$ cat config.mk
export PLATFORM = sky130hd
export DESIGN_NAME = motor_thermal_estimator
export DESIGN_NICKNAME = d
export VERILOG_FILES = /design/src/rtl/mte_pkg.sv /design/src/rtl/mte_div.sv /design/src/rtl/mte_dp.sv /design/src/rtl/mte_ctrl.sv /design/src/rtl/motor_thermal_estimator.sv
export SDC_FILE = /design/constraint.sdc
export NUM_CORES = 2
export LEC_CHECK = 0
export BUFFER_PORTS_ARGS = -buffer_cell sky130_fd_sc_hd__clkbuf_2
export CAP_MARGIN = 5
export CELL_PAD_IN_SITES_DETAIL_PLACEMENT = 0
export CELL_PAD_IN_SITES_GLOBAL_PLACEMENT = 1
export CORE_MARGIN = 3
export CORE_UTILIZATION = 51
export CTS_CLUSTER_SIZE = 8
export DETAILED_ROUTE_END_ITERATION = 10
export GPL_ROUTABILITY_DRIVEN = 0
export MAX_ROUTING_LAYER = met4
export PLACE_DENSITY_LB_ADDON = 0.1
export RECOVER_POWER = 50
export REMOVE_ABC_BUFFERS = 1
export SYNTH_ARGS = -nofsm -noshare
export SYNTH_HDL_FRONTEND = slang
export SYNTH_SLANG_ARGS = --single-unit
$ cat constraint.sdc
create_clock -name clk -period 12.3 [get_ports clk]
set_input_delay 3.69 -clock clk [delete_from_list [all_inputs] [get_ports clk]]
set_output_delay 3.69 -clock clk [all_outputs]
set_load 0.01 [all_outputs]
$ cat src/rtl/mte_pkg.sv
// Shared types, constants and register codes for the motor thermal estimator.
// No dependencies; every other file imports this package.
`timescale 1ns / 1ps

package mte_pkg;

	// Default number of fraction bits of the temperature format
	localparam int MTE_TEMP_FRAC_BITS = 8;

	// Field widths
	localparam int CUR_W   = 17;
	localparam int SPD_W   = 16;
	localparam int TEMP_W  = 18;
	localparam int STAT_W  = 3;
	localparam int CFG_W   = 24;
	localparam int ADDR_W  = 3;
	localparam int RISE_W  = 19;

	// Arithmetic unit sizes
	localparam int NUM_W     = 88;
	localparam int DEN_W     = 60;
	localparam int Q_W       = 64;
	localparam int MUL_BW    = 25;
	localparam int MUL_ITERS = MUL_BW;
	localparam int DIV_ITERS = NUM_W;
	localparam int MUL_CNT_W = $clog2(MUL_ITERS);
	localparam int DIV_CNT_W = $clog2(DIV_ITERS);
	localparam int H_W       = 63;
	localparam int MAG_W     = 41;

	// Reset values
	localparam logic signed [15:0] AMBIENT_RESET = 16'sd10240;
	localparam logic [15:0]        RES_RESET     = 16'd1000;
	localparam logic [16:0]        RCUR_RESET    = 17'd5000;
	localparam logic [14:0]        RSPD_RESET    = 15'd3000;
	localparam logic [16:0]        TMAX_RESET    = 17'd39680;
	localparam logic [23:0]        TAU_RESET     = 24'd600000;
	localparam logic [23:0]        TS_RESET      = 24'd1000;
	localparam logic signed [TEMP_W-1:0] TEMP_RESET = 18'sd10240;

	// Register indexes
	localparam logic [ADDR_W-1:0] REG_AMBIENT  = 3'd0;
	localparam logic [ADDR_W-1:0] REG_RES      = 3'd1;
	localparam logic [ADDR_W-1:0] REG_RCUR     = 3'd2;
	localparam logic [ADDR_W-1:0] REG_RSPD     = 3'd3;
	localparam logic [ADDR_W-1:0] REG_TMAX     = 3'd4;
	localparam logic [ADDR_W-1:0] REG_TAU      = 3'd5;
	localparam logic [ADDR_W-1:0] REG_INTERVAL = 3'd6;

	// Update status codes
	localparam logic [STAT_W-1:0] ST_NORMAL  = 3'd0;
	localparam logic [STAT_W-1:0] ST_FLOOR   = 3'd1;
	localparam logic [STAT_W-1:0] ST_CAP     = 3'd2;
	localparam logic [STAT_W-1:0] ST_TAU0    = 3'd3;
	localparam logic [STAT_W-1:0] ST_RTH_BAD = 3'd4;

	// Multiply operations: operand sources and result destination
	typedef enum logic [1:0] {
		MOP_NUM  = 2'd0,	// I^2 * fnum
		MOP_DEN  = 2'd1,	// Irated^2 * fden
		MOP_RISE = 2'd2,	// * (Tmax - Ta)
		MOP_ERR  = 2'd3	// |e| * Ts
	} mul_op_t;

	// Divide result destination
	typedef enum logic {
		DOP_H   = 1'b0,
		DOP_MAG = 1'b1
	} div_op_t;

	// Controller to datapath
	typedef struct packed {
		logic    load_in;
		logic    square;
		logic    mul_start;
		mul_op_t mul_op;
		logic    div_start;
		div_op_t div_op;
		logic    err_calc;
		logic    update;
	} cmd_t;

	// Datapath to controller
	typedef struct packed {
		logic mul_done;
		logic div_done;
		logic bypass;
		logic out_free;
	} stat_t;

endpackage

$ cat src/rtl/mte_div.sv
// Bit-serial restoring divider, one quotient bit per cycle, with overflow flag.
// Depends on mte_pkg.
`timescale 1ns / 1ps

module mte_div import mte_pkg::*; (
	input  logic             clk,
	input  logic             arst_n,
	input  logic             start,
	input  logic [NUM_W-1:0] num,
	input  logic [DEN_W-1:0] den,
	output logic             done,
	output logic [Q_W-1:0]   quo,
	output logic             ovf
);

	logic                 busy_q;
	logic [DIV_CNT_W-1:0] cnt_q;
	logic [NUM_W-1:0]     num_q;
	logic [DEN_W-1:0]     den_q;
	logic [DEN_W-1:0]     rem_q;
	logic [Q_W-1:0]       q_q;
	logic                 ovf_q;

	logic [DEN_W:0]   rem_sh;
	logic             qbit;
	logic [DEN_W:0]   rem_nx;

	// one restoring step
	always_comb begin
		rem_sh = {rem_q, num_q[NUM_W-1]};
		qbit   = (rem_sh >= {1'b0, den_q});
		rem_nx = qbit ? (rem_sh - {1'b0, den_q}) : rem_sh;
	end

	assign done = busy_q && (cnt_q == DIV_CNT_W'(DIV_ITERS - 1));
	assign quo  = {q_q[Q_W-2:0], qbit};
	assign ovf  = ovf_q | q_q[Q_W-1];

	// control
	always_ff @(posedge clk or negedge arst_n) begin
		if (!arst_n) begin
			busy_q <= 1'b0;
			cnt_q  <= '0;
		end else if (start) begin
			busy_q <= 1'b1;
			cnt_q  <= '0;
		end else if (busy_q) begin
			busy_q <= !done;
			cnt_q  <= cnt_q + 1'b1;
		end
	end

	// operands and partial results
	always_ff @(posedge clk) begin
		if (start) begin
			num_q <= num;
			den_q <= den;
			rem_q <= '0;
			q_q   <= '0;
			ovf_q <= 1'b0;
		end else if (busy_q) begin
			num_q <= {num_q[NUM_W-2:0], 1'b0};
			rem_q <= rem_nx[DEN_W-1:0];
			q_q   <= quo;
			ovf_q <= ovf;
		end
	end

endmodule

$ cat src/rtl/mte_dp.sv
// Datapath: config registers, estimate, shift-add multiplier, result register.
// Depends on mte_pkg and mte_div.
`timescale 1ns / 1ps

module mte_dp import mte_pkg::*; #(
	parameter int TEMP_FRAC_BITS = MTE_TEMP_FRAC_BITS
) (
	input  logic                clk,
	input  logic                arst_n,
	input  cmd_t                cmd,
	output stat_t               st,
	input  logic [CUR_W-1:0]    in_cur,
	input  logic signed [SPD_W-1:0] in_spd,
	input  logic                cfg_we,
	input  logic [ADDR_W-1:0]   cfg_addr,
	input  logic [CFG_W-1:0]    cfg_wdata,
	input  logic                out_ready,
	output logic                out_valid,
	output logic [TEMP_W-1:0]   out_temp,
	output logic [STAT_W-1:0]   out_stat
);

	localparam int CAP_RAW = 300 << TEMP_FRAC_BITS;
	localparam int CAP_INT = (CAP_RAW > 131071) ? 131071 : CAP_RAW;
	localparam logic signed [42:0] TEMP_CAP = 43'(CAP_INT);
	localparam logic [Q_W-1:0] H_LIMIT   = Q_W'(1) << 62;
	localparam logic [Q_W-1:0] MAG_LIMIT = Q_W'(1) << 40;

	// config registers
	logic signed [15:0] ambient_q;
	logic [15:0]        res_q;
	logic [16:0]        rcur_q;
	logic [14:0]        rspd_q;
	logic [16:0]        tmax_q;
	logic [23:0]        tau_q;
	logic [23:0]        ts_q;

	// working registers
	logic signed [TEMP_W-1:0] temp_q;
	logic [CUR_W-1:0]   cur_q;
	logic [15:0]        aspd_q;
	logic [NUM_W-1:0]   p_q;
	logic [DEN_W-1:0]   dd_q;
	logic [H_W-1:0]     h_q;
	logic [Q_W-1:0]     abse_q;
	logic               eneg_q;
	logic [MAG_W-1:0]   mag_q;
	div_op_t            div_op_q;

	// multiplier registers
	logic                 mul_busy_q;
	logic [MUL_CNT_W-1:0] mul_cnt_q;
	mul_op_t              mul_op_q;
	logic [NUM_W-1:0]     mcand_q;
	logic [MUL_BW-1:0]    mplier_q;
	logic [NUM_W-1:0]     acc_q;

	// output register
	logic               out_valid_q;
	logic [TEMP_W-1:0]  out_temp_q;
	logic [STAT_W-1:0]  out_stat_q;

	logic signed [RISE_W-1:0] rise;
	logic                     rth_bad;
	logic [MUL_BW-1:0]        fnum;
	logic [MUL_BW-1:0]        fden;
	logic [NUM_W-1:0]         acc_nx;
	logic                     mul_done;
	logic [NUM_W-1:0]         mcand_src;
	logic [MUL_BW-1:0]        mplier_src;
	logic                     div_done;
	logic [Q_W-1:0]           div_quo;
	logic                     div_ovf;
	logic signed [Q_W:0]      err;
	logic signed [42:0]       nt;
	logic signed [42:0]       amb_x;
	logic signed [TEMP_W-1:0] res_temp;
	logic [STAT_W-1:0]        res_stat;

	// load factors and bypass conditions
	always_comb begin
		rise    = RISE_W'($signed({2'b00, tmax_q})) - RISE_W'(ambient_q);
		rth_bad = (rise <= 0) || (res_q == '0) || (rcur_q == '0);
		if (rspd_q != '0) begin
			fden = MUL_BW'(rspd_q) * MUL_BW'(1000);
			fnum = fden + MUL_BW'(aspd_q) * MUL_BW'(12);
		end else begin
			fden = MUL_BW'(1);
			fnum = MUL_BW'(1);
		end
	end

	// multiplier operand selection
	always_comb begin
		case (cmd.mul_op)
			MOP_NUM: begin
				mcand_src  = p_q;
				mplier_src = fnum;
			end
			MOP_DEN: begin
				mcand_src  = NUM_W'(dd_q);
				mplier_src = fden;
			end
			MOP_RISE: begin
				mcand_src  = p_q;
				mplier_src = MUL_BW'(rise[RISE_W-2:0]);
			end
			default: begin
				mcand_src  = NUM_W'(abse_q);
				mplier_src = MUL_BW'(ts_q);
			end
		endcase
	end

	// shift-add step
	assign acc_nx   = acc_q + (mplier_q[0] ? mcand_q : '0);
	assign mul_done = mul_busy_q && (mul_cnt_q == MUL_CNT_W'(MUL_ITERS - 1));

	always_ff @(posedge clk or negedge arst_n) begin
		if (!arst_n) begin
			mul_busy_q <= 1'b0;
			mul_cnt_q  <= '0;
		end else if (cmd.mul_start) begin
			mul_busy_q <= 1'b1;
			mul_cnt_q  <= '0;
		end else if (mul_busy_q) begin
			mul_busy_q <= !mul_done;
			mul_cnt_q  <= mul_cnt_q + 1'b1;
		end
	end

	always_ff @(posedge clk) begin
		if (cmd.mul_start) begin
			mcand_q  <= mcand_src;
			mplier_q <= mplier_src;
			acc_q    <= '0;
			mul_op_q <= cmd.mul_op;
		end else if (mul_busy_q) begin
			mcand_q  <= {mcand_q[NUM_W-2:0], 1'b0};
			mplier_q <= mplier_q >> 1;
			acc_q    <= acc_nx;
		end
	end

	// shared divider: round(p / dd)
	mte_div u_div (
		.clk    (clk),
		.arst_n (arst_n),
		.start  (cmd.div_start),
		.num    (p_q + NUM_W'(dd_q >> 1)),
		.den    (dd_q),
		.done   (div_done),
		.quo    (div_quo),
		.ovf    (div_ovf)
	);

	// error term
	assign err = $signed({2'b00, h_q}) - (Q_W+1)'(temp_q) + (Q_W+1)'(ambient_q);

	// working registers
	always_ff @(posedge clk) begin
		if (cmd.load_in) begin
			cur_q  <= in_cur;
			aspd_q <= in_spd[SPD_W-1] ? 16'(-in_spd) : 16'(in_spd);
		end
		if (cmd.square) begin
			p_q  <= NUM_W'(34'(cur_q) * 34'(cur_q));
			dd_q <= DEN_W'(34'(rcur_q) * 34'(rcur_q));
		end
		if (cmd.div_start)
			div_op_q <= cmd.div_op;
		if (mul_done) begin
			if (mul_op_q == MOP_DEN)
				dd_q <= acc_nx[DEN_W-1:0];
			else
				p_q <= acc_nx;
		end
		if (div_done) begin
			if (div_op_q == DOP_H)
				h_q <= (div_ovf || div_quo > H_LIMIT) ? H_LIMIT[H_W-1:0] : div_quo[H_W-1:0];
			else
				mag_q <= (div_ovf || div_quo > MAG_LIMIT) ? MAG_LIMIT[MAG_W-1:0]
					: div_quo[MAG_W-1:0];
		end
		if (cmd.err_calc) begin
			eneg_q <= err[Q_W];
			abse_q <= err[Q_W] ? Q_W'(-err) : Q_W'(err);
			dd_q   <= DEN_W'(34'(tau_q) * 34'(1000));
		end
	end

	// new estimate: step, floor at ambient, cap; ambient if tau is zero, hold if Rth is bad
	always_comb begin
		amb_x    = 43'(ambient_q);
		nt       = eneg_q ? (43'(temp_q) - 43'(mag_q)) : (43'(temp_q) + 43'(mag_q));
		res_stat = ST_NORMAL;
		if (tau_q == '0) begin
			nt       = amb_x;
			res_stat = ST_TAU0;
		end else if (rth_bad) begin
			nt       = 43'(temp_q);
			res_stat = ST_RTH_BAD;
		end else begin
			if (nt < amb_x) begin
				nt       = amb_x;
				res_stat = ST_FLOOR;
			end
			if (nt > TEMP_CAP) begin
				nt       = TEMP_CAP;
				res_stat = ST_CAP;
			end
		end
		res_temp = nt[TEMP_W-1:0];
	end

	// config writes and estimate
	always_ff @(posedge clk or negedge arst_n) begin
		if (!arst_n) begin
			ambient_q <= AMBIENT_RESET;
			res_q     <= RES_RESET;
			rcur_q    <= RCUR_RESET;
			rspd_q    <= RSPD_RESET;
			tmax_q    <= TMAX_RESET;
			tau_q     <= TAU_RESET;
			ts_q      <= TS_RESET;
			temp_q    <= TEMP_RESET;
		end else begin
			if (cfg_we) begin
				unique case (cfg_addr)
					REG_AMBIENT:  ambient_q <= cfg_wdata[15:0];
					REG_RES:      res_q     <= cfg_wdata[15:0];
					REG_RCUR:     rcur_q    <= cfg_wdata[16:0];
					REG_RSPD:     rspd_q    <= cfg_wdata[14:0];
					REG_TMAX:     tmax_q    <= cfg_wdata[16:0];
					REG_TAU:      tau_q     <= cfg_wdata;
					REG_INTERVAL: ts_q      <= cfg_wdata;
					default: ;
				endcase
			end
			if (cmd.update)
				temp_q <= res_temp;
		end
	end

	// output register
	always_ff @(posedge clk or negedge arst_n) begin
		if (!arst_n)
			out_valid_q <= 1'b0;
		else if (cmd.update)
			out_valid_q <= 1'b1;
		else if (out_ready)
			out_valid_q <= 1'b0;
	end

	always_ff @(posedge clk) begin
		if (cmd.update) begin
			out_temp_q <= res_temp;
			out_stat_q <= res_stat;
		end
	end

	assign out_valid   = out_valid_q;
	assign out_temp    = out_temp_q;
	assign out_stat    = out_stat_q;
	assign st.mul_done = mul_done;
	assign st.div_done = div_done;
	assign st.bypass   = (tau_q == '0) || rth_bad;
	assign st.out_free = !out_valid_q || out_ready;

endmodule

$ cat src/rtl/mte_ctrl.sv
// Controller: sequences square, four multiplies, two divides and the update.
// Depends on mte_pkg.
`timescale 1ns / 1ps

module mte_ctrl import mte_pkg::*; (
	input  logic  clk,
	input  logic  arst_n,
	input  logic  in_valid,
	output logic  in_ready,
	input  stat_t st,
	output cmd_t  cmd
);

	typedef enum logic [9:0] {
		S_IDLE  = 10'b0000000001,
		S_SQ    = 10'b0000000010,
		S_MUL_N = 10'b0000000100,
		S_MUL_D = 10'b0000001000,
		S_MUL_R = 10'b0000010000,
		S_DIV_H = 10'b0000100000,
		S_ERR   = 10'b0001000000,
		S_MUL_E = 10'b0010000000,
		S_DIV_M = 10'b0100000000,
		S_UPD   = 10'b1000000000
	} state_t;

	state_t state_q, state_nx;
	logic   issued_q, issued_nx;

	always_comb begin
		state_nx  = state_q;
		issued_nx = issued_q;
		cmd       = '0;
		in_ready  = 1'b0;
		unique case (state_q)
			S_IDLE: begin
				in_ready    = 1'b1;
				cmd.load_in = in_valid;
				if (in_valid)
					state_nx = S_SQ;
			end
			S_SQ: begin
				cmd.square = 1'b1;
				state_nx   = st.bypass ? S_UPD : S_MUL_N;
			end
			S_MUL_N, S_MUL_D, S_MUL_R, S_MUL_E: begin
				case (state_q)
					S_MUL_N: cmd.mul_op = MOP_NUM;
					S_MUL_D: cmd.mul_op = MOP_DEN;
					S_MUL_R: cmd.mul_op = MOP_RISE;
					default: cmd.mul_op = MOP_ERR;
				endcase
				cmd.mul_start = !issued_q;
				issued_nx     = 1'b1;
				if (st.mul_done) begin
					issued_nx = 1'b0;
					case (state_q)
						S_MUL_N: state_nx = S_MUL_D;
						S_MUL_D: state_nx = S_MUL_R;
						S_MUL_R: state_nx = S_DIV_H;
						default: state_nx = S_DIV_M;
					endcase
				end
			end
			S_DIV_H, S_DIV_M: begin
				cmd.div_op    = (state_q == S_DIV_H) ? DOP_H : DOP_MAG;
				cmd.div_start = !issued_q;
				issued_nx     = 1'b1;
				if (st.div_done) begin
					issued_nx = 1'b0;
					state_nx  = (state_q == S_DIV_H) ? S_ERR : S_UPD;
				end
			end
			S_ERR: begin
				cmd.err_calc = 1'b1;
				state_nx     = S_MUL_E;
			end
			S_UPD: begin
				if (st.out_free) begin
					cmd.update = 1'b1;
					state_nx   = S_IDLE;
				end
			end
			default: state_nx = S_IDLE;
		endcase
	end

	always_ff @(posedge clk or negedge arst_n) begin
		if (!arst_n) begin
			state_q  <= S_IDLE;
			issued_q <= 1'b0;
		end else begin
			state_q  <= state_nx;
			issued_q <= issued_nx;
		end
	end

endmodule

$ cat src/rtl/motor_thermal_estimator.sv
// Top level of the motor winding temperature estimator.
// Depends on mte_pkg, mte_ctrl and mte_dp.
//
//  channel  direction  handshake           payload
//  s_*      in         s_tvalid/s_tready   current [16:0], speed [32:17]
//  m_*      out        m_tvalid/m_tready   temperature [17:0], status [20:18]
//  cfg_*    in         cfg_we              cfg_addr register, cfg_wdata value
//
// Each tick runs through the shared 25-step shift-add multiplier (four passes)
// and the 88-step serial divider (two passes). Requests with zero tau or bad
// thermal resistance skip both and go from the square straight to the update.
// A new request is taken once the previous one is handed to the output
// register, which holds a result until m_tready. Reset restores defaults.
`timescale 1ns / 1ps

module motor_thermal_estimator import mte_pkg::*; #(
	parameter int TEMP_FRAC_BITS = MTE_TEMP_FRAC_BITS
) (
	input  logic              clk,
	input  logic              arst_n,
	input  logic              s_tvalid,
	output logic              s_tready,
	input  logic [39:0]       s_tdata,	// motor_current [16:0], motor_speed [32:17]
	output logic              m_tvalid,
	input  logic              m_tready,
	output logic [23:0]       m_tdata,	// winding_temp [17:0], update_status [20:18]
	input  logic              cfg_we,
	input  logic [ADDR_W-1:0] cfg_addr,
	input  logic [CFG_W-1:0]  cfg_wdata
);

	cmd_t               cmd;
	stat_t              st;
	logic [TEMP_W-1:0]  out_temp;
	logic [STAT_W-1:0]  out_stat;

	mte_ctrl u_ctrl (
		.clk      (clk),
		.arst_n   (arst_n),
		.in_valid (s_tvalid),
		.in_ready (s_tready),
		.st       (st),
		.cmd      (cmd)
	);

	mte_dp #(
		.TEMP_FRAC_BITS (TEMP_FRAC_BITS)
	) u_dp (
		.clk       (clk),
		.arst_n    (arst_n),
		.cmd       (cmd),
		.st        (st),
		.in_cur    (s_tdata[16:0]),
		.in_spd    (s_tdata[32:17]),
		.cfg_we    (cfg_we),
		.cfg_addr  (cfg_addr),
		.cfg_wdata (cfg_wdata),
		.out_ready (m_tready),
		.out_valid (m_tvalid),
		.out_temp  (out_temp),
		.out_stat  (out_stat)
	);

	assign m_tdata = {3'b000, out_stat, out_temp};

endmodule
# After elaboration in Yosys (flattened, before gate mapping)

Cells that the tools add are included.

Add/subtract/negate cells: 13
Multiply operators: 5
Divide/modulo/power cells: 0
Order comparisons: 6
Eq/ne operators: 25
Shift operators: 0
Mux-type cells: 62
Bitwise logic cells: 2
Reduce and logical (&&, ||, !) cells: 35

Operators with widths:

| kind                 | number |
|---|---|
| $mux 88              | 8 |
| $mux 60              | 4 |
| $pmux 88 s2          | 1 |
| $mux 43              | 4 |
| $mux 25              | 4 |
| $add 88x59->88       | 1 |
| $add 88x88->88       | 1 |
| $pmux 25 s3          | 1 |
| $mul 17x17->34       | 2 |
| $add 65x16->65       | 1 |
| $sub 64x18->65       | 1 |
| $gt 64x41->1 const B | 1 |
| $gt 64x63->1 const B | 1 |
| $mux 64              | 1 |
| $neg 64->64          | 1 |
| $ge 61x60->1         | 1 |
| $mux 10              | 6 |
| $pmux 10 s6          | 1 |
| $sub 60x60->60       | 1 |
| $mux 18              | 3 |
| $add 18x42->43       | 1 |
| $gt 43x18->1 const B | 1 |
| $lt 43x16->1         | 1 |
| $sub 18x42->43       | 1 |
| 54 further kinds     | 100 |

Register bits: 1021
Latch bits: 0
RAM bits: 0
ROM bits: 0
Input port bits: 72
Output and inout port bits: 26
Logic and storage cells: 185
Memories kept: 0

# Depth between registers and ports, before layout

Depth in word-level cells: 10
Mapped depth: 38
Depth with buffers taken out: 35

# Modules after synthesis

From an unflattened synthesis, not the netlist that was laid out.

Cells, all modules: 9844
Area total of the unflattened synthesis: 90959.7 um2

Modules (own cells, without submodules):

| module                  | times used | cells each | area an instance (um2) | seq. area each (um2) |
|---|---|---|---|---|
| mte_dp                  | 1          | 8217       | 74918.1                | 18809.3 |
| mte_div                 | 1          | 1529       | 15208.3                | 7146.9 |
| mte_ctrl                | 1          | 94         | 807.0                  | 276.5 |
| motor_thermal_estimator | 1          | 4          | 26.3                   | 0.0 |

# Worst setup path before layout

Ideal clock, no wire load.

Path kind: register to register
Start point: register u_dp.temp_q[17]
End point: register u_dp.out_temp_q[11] (netlist: u_dp.out_temp[11]) (data pin)
Setup time: 0.254 ns
Arrival time: 8.487 ns
Required time: 12.046 ns
Slack: 3.559 ns
Cell stages (with the launch flop): 26
Path buffers: 2
Period minus slack after synthesis: 8.741 ns
Cell sequence: dfrtp_1 ha_1 clkbuf_1 a21o_1 a21o_1 a221o_1 nand3_1 o21ai_2 o21ai_2 nor3_1 a2111o_1 a211oi_1 a21oi_1 ha_1 nand4_1 or4_1 a21oi_1 nor2_1 or3_1 or4_1 nor4_1 or4b_4 o31ai_4 nand3_4 buf_6 o21a_1

Word-level cells in the longest chain between the ends: 10
Elaborated cells between the ends (all ways): 11
Those cells by class: add/sub (2); order compare (2); mux (7)

RTL lines:

| element                                                 | RTL line      | RTL |
|---|---|---|
| start: declaration                                      | mte_dp.sv:39  | `logic signed [TEMP_W-1:0] temp_q;` |
| start signal: assignment                                | mte_dp.sv:241 | `temp_q <= res_temp;` |
| $add 18x42->43 / $sub 18x42->43 (equally long branches) | mte_dp.sv:195 | `nt = eneg_q ? (43'(temp_q) - 43'(mag_q)) : (43'(temp_q) + 43'(mag_q));` |
| $mux 43 *                                               | mte_dp.sv:195 |  |
| $lt 43x16->1                                            | mte_dp.sv:204 | `if (nt < amb_x) begin` |
| $mux 43 *                                               | mte_dp.sv:204 |  |
| $mux 43 *                                               | mte_dp.sv:200 | `end else if (rth_bad) begin` |
| $mux 43 *                                               | mte_dp.sv:197 | `if (tau_q == '0) begin` |
| $gt 43x18->1                                            | mte_dp.sv:208 | `if (nt > TEMP_CAP) begin` |
| $mux 18 *                                               | mte_dp.sv:208 |  |
| $mux 18 *                                               | mte_dp.sv:200 |  |
| $mux 18 *                                               | mte_dp.sv:197 |  |
| named net u_dp.nt[11]                                   | mte_dp.sv:75  | `logic signed [42:0] nt;` |
| end signal: assignment                                  | mte_dp.sv:257 | `out_temp_q <= res_temp;` |
| end: declaration                                        | mte_dp.sv:60  | `logic [TEMP_W-1:0] out_temp_q;` |

The timed path passes the listed nets; every way through them passes the cells marked *. The select of a mux whose other input is x is not followed.
A chain may end at the register's enable or synchronous reset.

# Worst setup path after layout

Start point: register u_ctrl.state_q[0]
End point: register u_dp.mcand_q[3], enable pin

Word-level cells in the longest chain between the ends: 4
Elaborated cells between the ends (all ways): 7
Those cells by class: eq/ne (4); mux (1); reduce/logical (2)

RTL lines:

| element                             | RTL line       | RTL |
|---|---|---|
| start: declaration                  | mte_ctrl.sv:27 | `state_t state_q, state_nx;` |
| start signal: assignment            | mte_ctrl.sv:93 | `state_q <= state_nx;` |
| $eq 10x3->1 (tied with other cells) | mte_ctrl.sv:35 | `unique case (state_q)` |
| $reduce_or 4->1 *                   | mte_ctrl.sv:35 |  |
| $mux 3 *                            | mte_ctrl.sv:35 |  |
| $reduce_bool 2->1 (no line) *       | -              |  |
| end signal: assignment              | mte_dp.sv:134  | `mcand_q <= mcand_src;` |
| end signal: assignment              | mte_dp.sv:139  | `mcand_q <= {mcand_q[NUM_W-2:0], 1'b0};` |
| end: declaration                    | mte_dp.sv:54   | `logic [NUM_W-1:0] mcand_q;` |

Every way passes the cells marked *; elsewhere a longest branch is shown, timed or not.

==> reports/results.ini <==
[run_status]
outcome=finished with violations
violations=capacitance limit, slew limit

[sta]
grt_setup_unrepaired=no
tns_ns=0
finalHoldViolCount=0
fin_crit_ns=10.53
period_share=0.856
setup_violations=0
drv_slew=1507
relSlewSlack=-3.57
worstMarginPinSlew_ns=6.86
max_freq_mhz=95.0
fin_skew_ns=0.0406

[clock_network]
root_buffer=clkbuf_16
cts_setup_buffers=0
clkLatencyLatePin_ns=0.81
clock_sinks=1021
cts_resized=0
clk_pin_slew_ns=0.05
ctsHoldBuffers=0
htreeDepth=4
cts.path.max_buffers=3
cts_tree=built
cts_buffers=150

[floorplanning]
die_area_mm2=0.181
die-height_um=425
core_area_mm2=0.174
io_pins=98
num_rows=153
start_util=0.515
die_width_um=425

[setup_path]
arrival_ns=10.94
r2r-start=u_ctrl.state_q[0]
critical-path-max-stage-delay_ns=3.03
end_kind=flip-flop
crit_chain=nor2_1 -> nand4_1 -> nor3b_1 -> a21oi_1 -> or2_0 -> clkinvlp_2 -> nor2_1 -> inv_4 -> buf_4
reg2regPathDepth=9
cp_common_cell=nor2_1
cpLargestDelayFamily=simple AND/OR/NAND/NOR gates
slowest_stage=clkinvlp_2
critPathRequiredTime_ns=12.72
rrSetupSlack_ns=1.77
rr_endpoint=u_dp.mcand_q[3]
cp_num_buf_inv=3
cp-start-kind=flip-flop
path_max_fanout=49
critPathKind=reg -> reg

[synthesis]
yosys-top-cells-area=edfxtp_1 16%, fa_1 13%, ha_1 11%
yosysSeqAreaShare=0.293
syn_inst=9856
synth_top_area_frac=0.163
synth_seq_cells=1021
synth_area_mm2=0.0897
ys.warnings.count=0
synth_common_cells=969 x inv_1, 897 x nand2_1, 766 x ha_1
synth_edf_count=487
yosysTopAreaCell=edfxtp_1
avgSynthCellArea_um2=9.10
synth_cell_type_count=116
synth_most_common_cell=inv_1
synth_flop_cell=edfxtp_1
postSynth.asyncResetShare=0.169

[cells_and_area]
fillers=16100
drive_gt1_frac=0.0573
syn_to_final_growth_pct=7.72
multi_input_area_mm2=0.0582
layout.nets=11200
final_cell_area_mm2=0.0966
final_core_util=0.554
ff_latch_area_mm2=0.0262
fin_cells=12200

[placed_design]
dp.cells=11900
io_buffer_count=87
placedInstanceArea_mm2=0.0921
dp.final_hpwl_um=200000

[global_routing]
grt_first_pass_wirelength_um=413000
antenna_found_initial=19
grt_pass1_vias=71800
grt_max_degree=175
grt_overflow=0
grtUsageTotal=0.300

[worst_hold_path]
holdPathEnd=u_dp.acc_q[84]
holdCritStartpoint=u_dp.acc_q[84]
min-delay-path-class=reg -> reg
hold_path_depth=2

[run]
cap_viol_max_count=27

[detailed_routing]
dr.pass1.iters=6
ant_nets=0
wl_per_cell_um=21.6
via_count=72200
wl_um=264000
drtIter0Drc=5613
drcViolationCount=0
vias_per_cell=5.92

-- stage by stage --
stage                     hold slack, ns  worst slack [ns]
after global placement             0.440              2.31
final                              0.458              1.77
after global routing               0.481              1.42
after detailed placement           0.450              2.36
after floorplan                    0.430              2.84
after CTS                          0.460              2.30
-- flip-flops by register name, indices dropped and copies added (netlist names), 17 cells and up --
register / cells
u_dp.tmax_q: 17
u_dp.u_div.num_q: 88
u_dp.tau_q: 24
u_dp.u_div.rem_q: 60
u_dp.mcand_q: 88
u_dp.h_q: 63
u_dp.ts_q: 24
u_dp.rcur_q: 17
u_dp.u_div.q_q: 64
u_dp.out_temp: 18
u_dp.temp_q: 18
u_dp.dd_q: 60
u_dp.acc_q: 88
u_dp.mag_q: 41
u_dp.mplier_q: 25
u_dp.abse_q: 64
u_dp.u_div.den_q: 60
u_dp.cur_q: 17
u_dp.p_q: 88
-- cells in the final DEF (no fill, tap or decap), types with 58 or more instances in the layout --
cell type,count
inv_1,967
nand2_1,896
ha_1,766
nor2_1,675
a21oi_1,633
fa_1,591
o21ai_0,555
edfxtp_1,487
xnor2_1,390
dfxtp_1,361
a21o_1,293
and2_1,283
nand3_1,227
xor2_1,171
clkbuf_16,160
mux2i_1,157
a31oi_1,156
nor3_1,135
clkbuf_1,134
dfrtp_1,130
and3_1,117
nand4_1,116
mux2_2,111
a22oi_1,101
o21bai_1,84
nor2b_1,81
o21a_1,79
clkbuf_2,77
a211oi_1,64
o211ai_1,64
nand2b_1,58
-- how the worst max path moves through the flow --
stage                                   end         startpoint  depth (start not counted)
after detailed placement  u_dp.out_temp[13]      u_dp.mag_q[2]                         34
after global placement    u_dp.out_temp[10]      u_dp.mag_q[2]                         34
final                       u_dp.mcand_q[3]  u_ctrl.state_q[0]                          9
after floorplan             u_dp.mcand_q[0]  u_ctrl.state_q[2]                          8
after global routing       u_dp.mcand_q[52]  u_ctrl.state_q[0]                         10
after CTS                 u_dp.out_temp[13]      u_dp.mag_q[2]                         34
-- layout make-up --
class	instances	area share
multi-input cells	7430	0.602
flip-flops and latches	1021	0.272
clock buffers	265	0.0462
inverters	973	0.0379
well taps	2325	0.0301
repair buffers	168	0.00983
clock inverters	11	0.00148
diodes	14	0.000363
-- metal layers --
metal  global-route usage  vias up  part of all wire
met2                0.473     2122              0.46
met3               0.0437      438             0.063
met5                    -        -                 0
met4                0.110        0             0.041
li1                     -    34300                 -
met1                0.393    35400              0.44
-- cells by family (layout without fill, tap and decap cells) --
| group | count (synthesis) | in the layout | share of synthesized area |
|---|---|---|---|
| muxes | 269 | 269 | 0.0316 |
| AOI/OAI and AO/OA | 2383 | 2383 | 0.169 |
| buffers and inverters | 1407 | 1417 | 0.0594 |
| DFF | 1021 | 1021 | 0.293 |
| xor gates and xnor gates | 562 | 562 | 0.0549 |
| adders and majority gates | 1357 | 1357 | 0.239 |
| and+or+nand+nor | 2856 | 2856 | 0.154 |
| other | 1 | 17 | 0.0000418 |
-- worst min-delay path: cells and delay by family, from the launching register on --
kind               cells  cell delay (ns)
and+or+nand+nor        1             0.04
DFF                    1             0.32
AOI/OAI and AO/OA      1             0.05
Power is left out: the tool's default activity adds up to more than one toggle a clock period on the data nets, which glitch-free logic cannot reach.
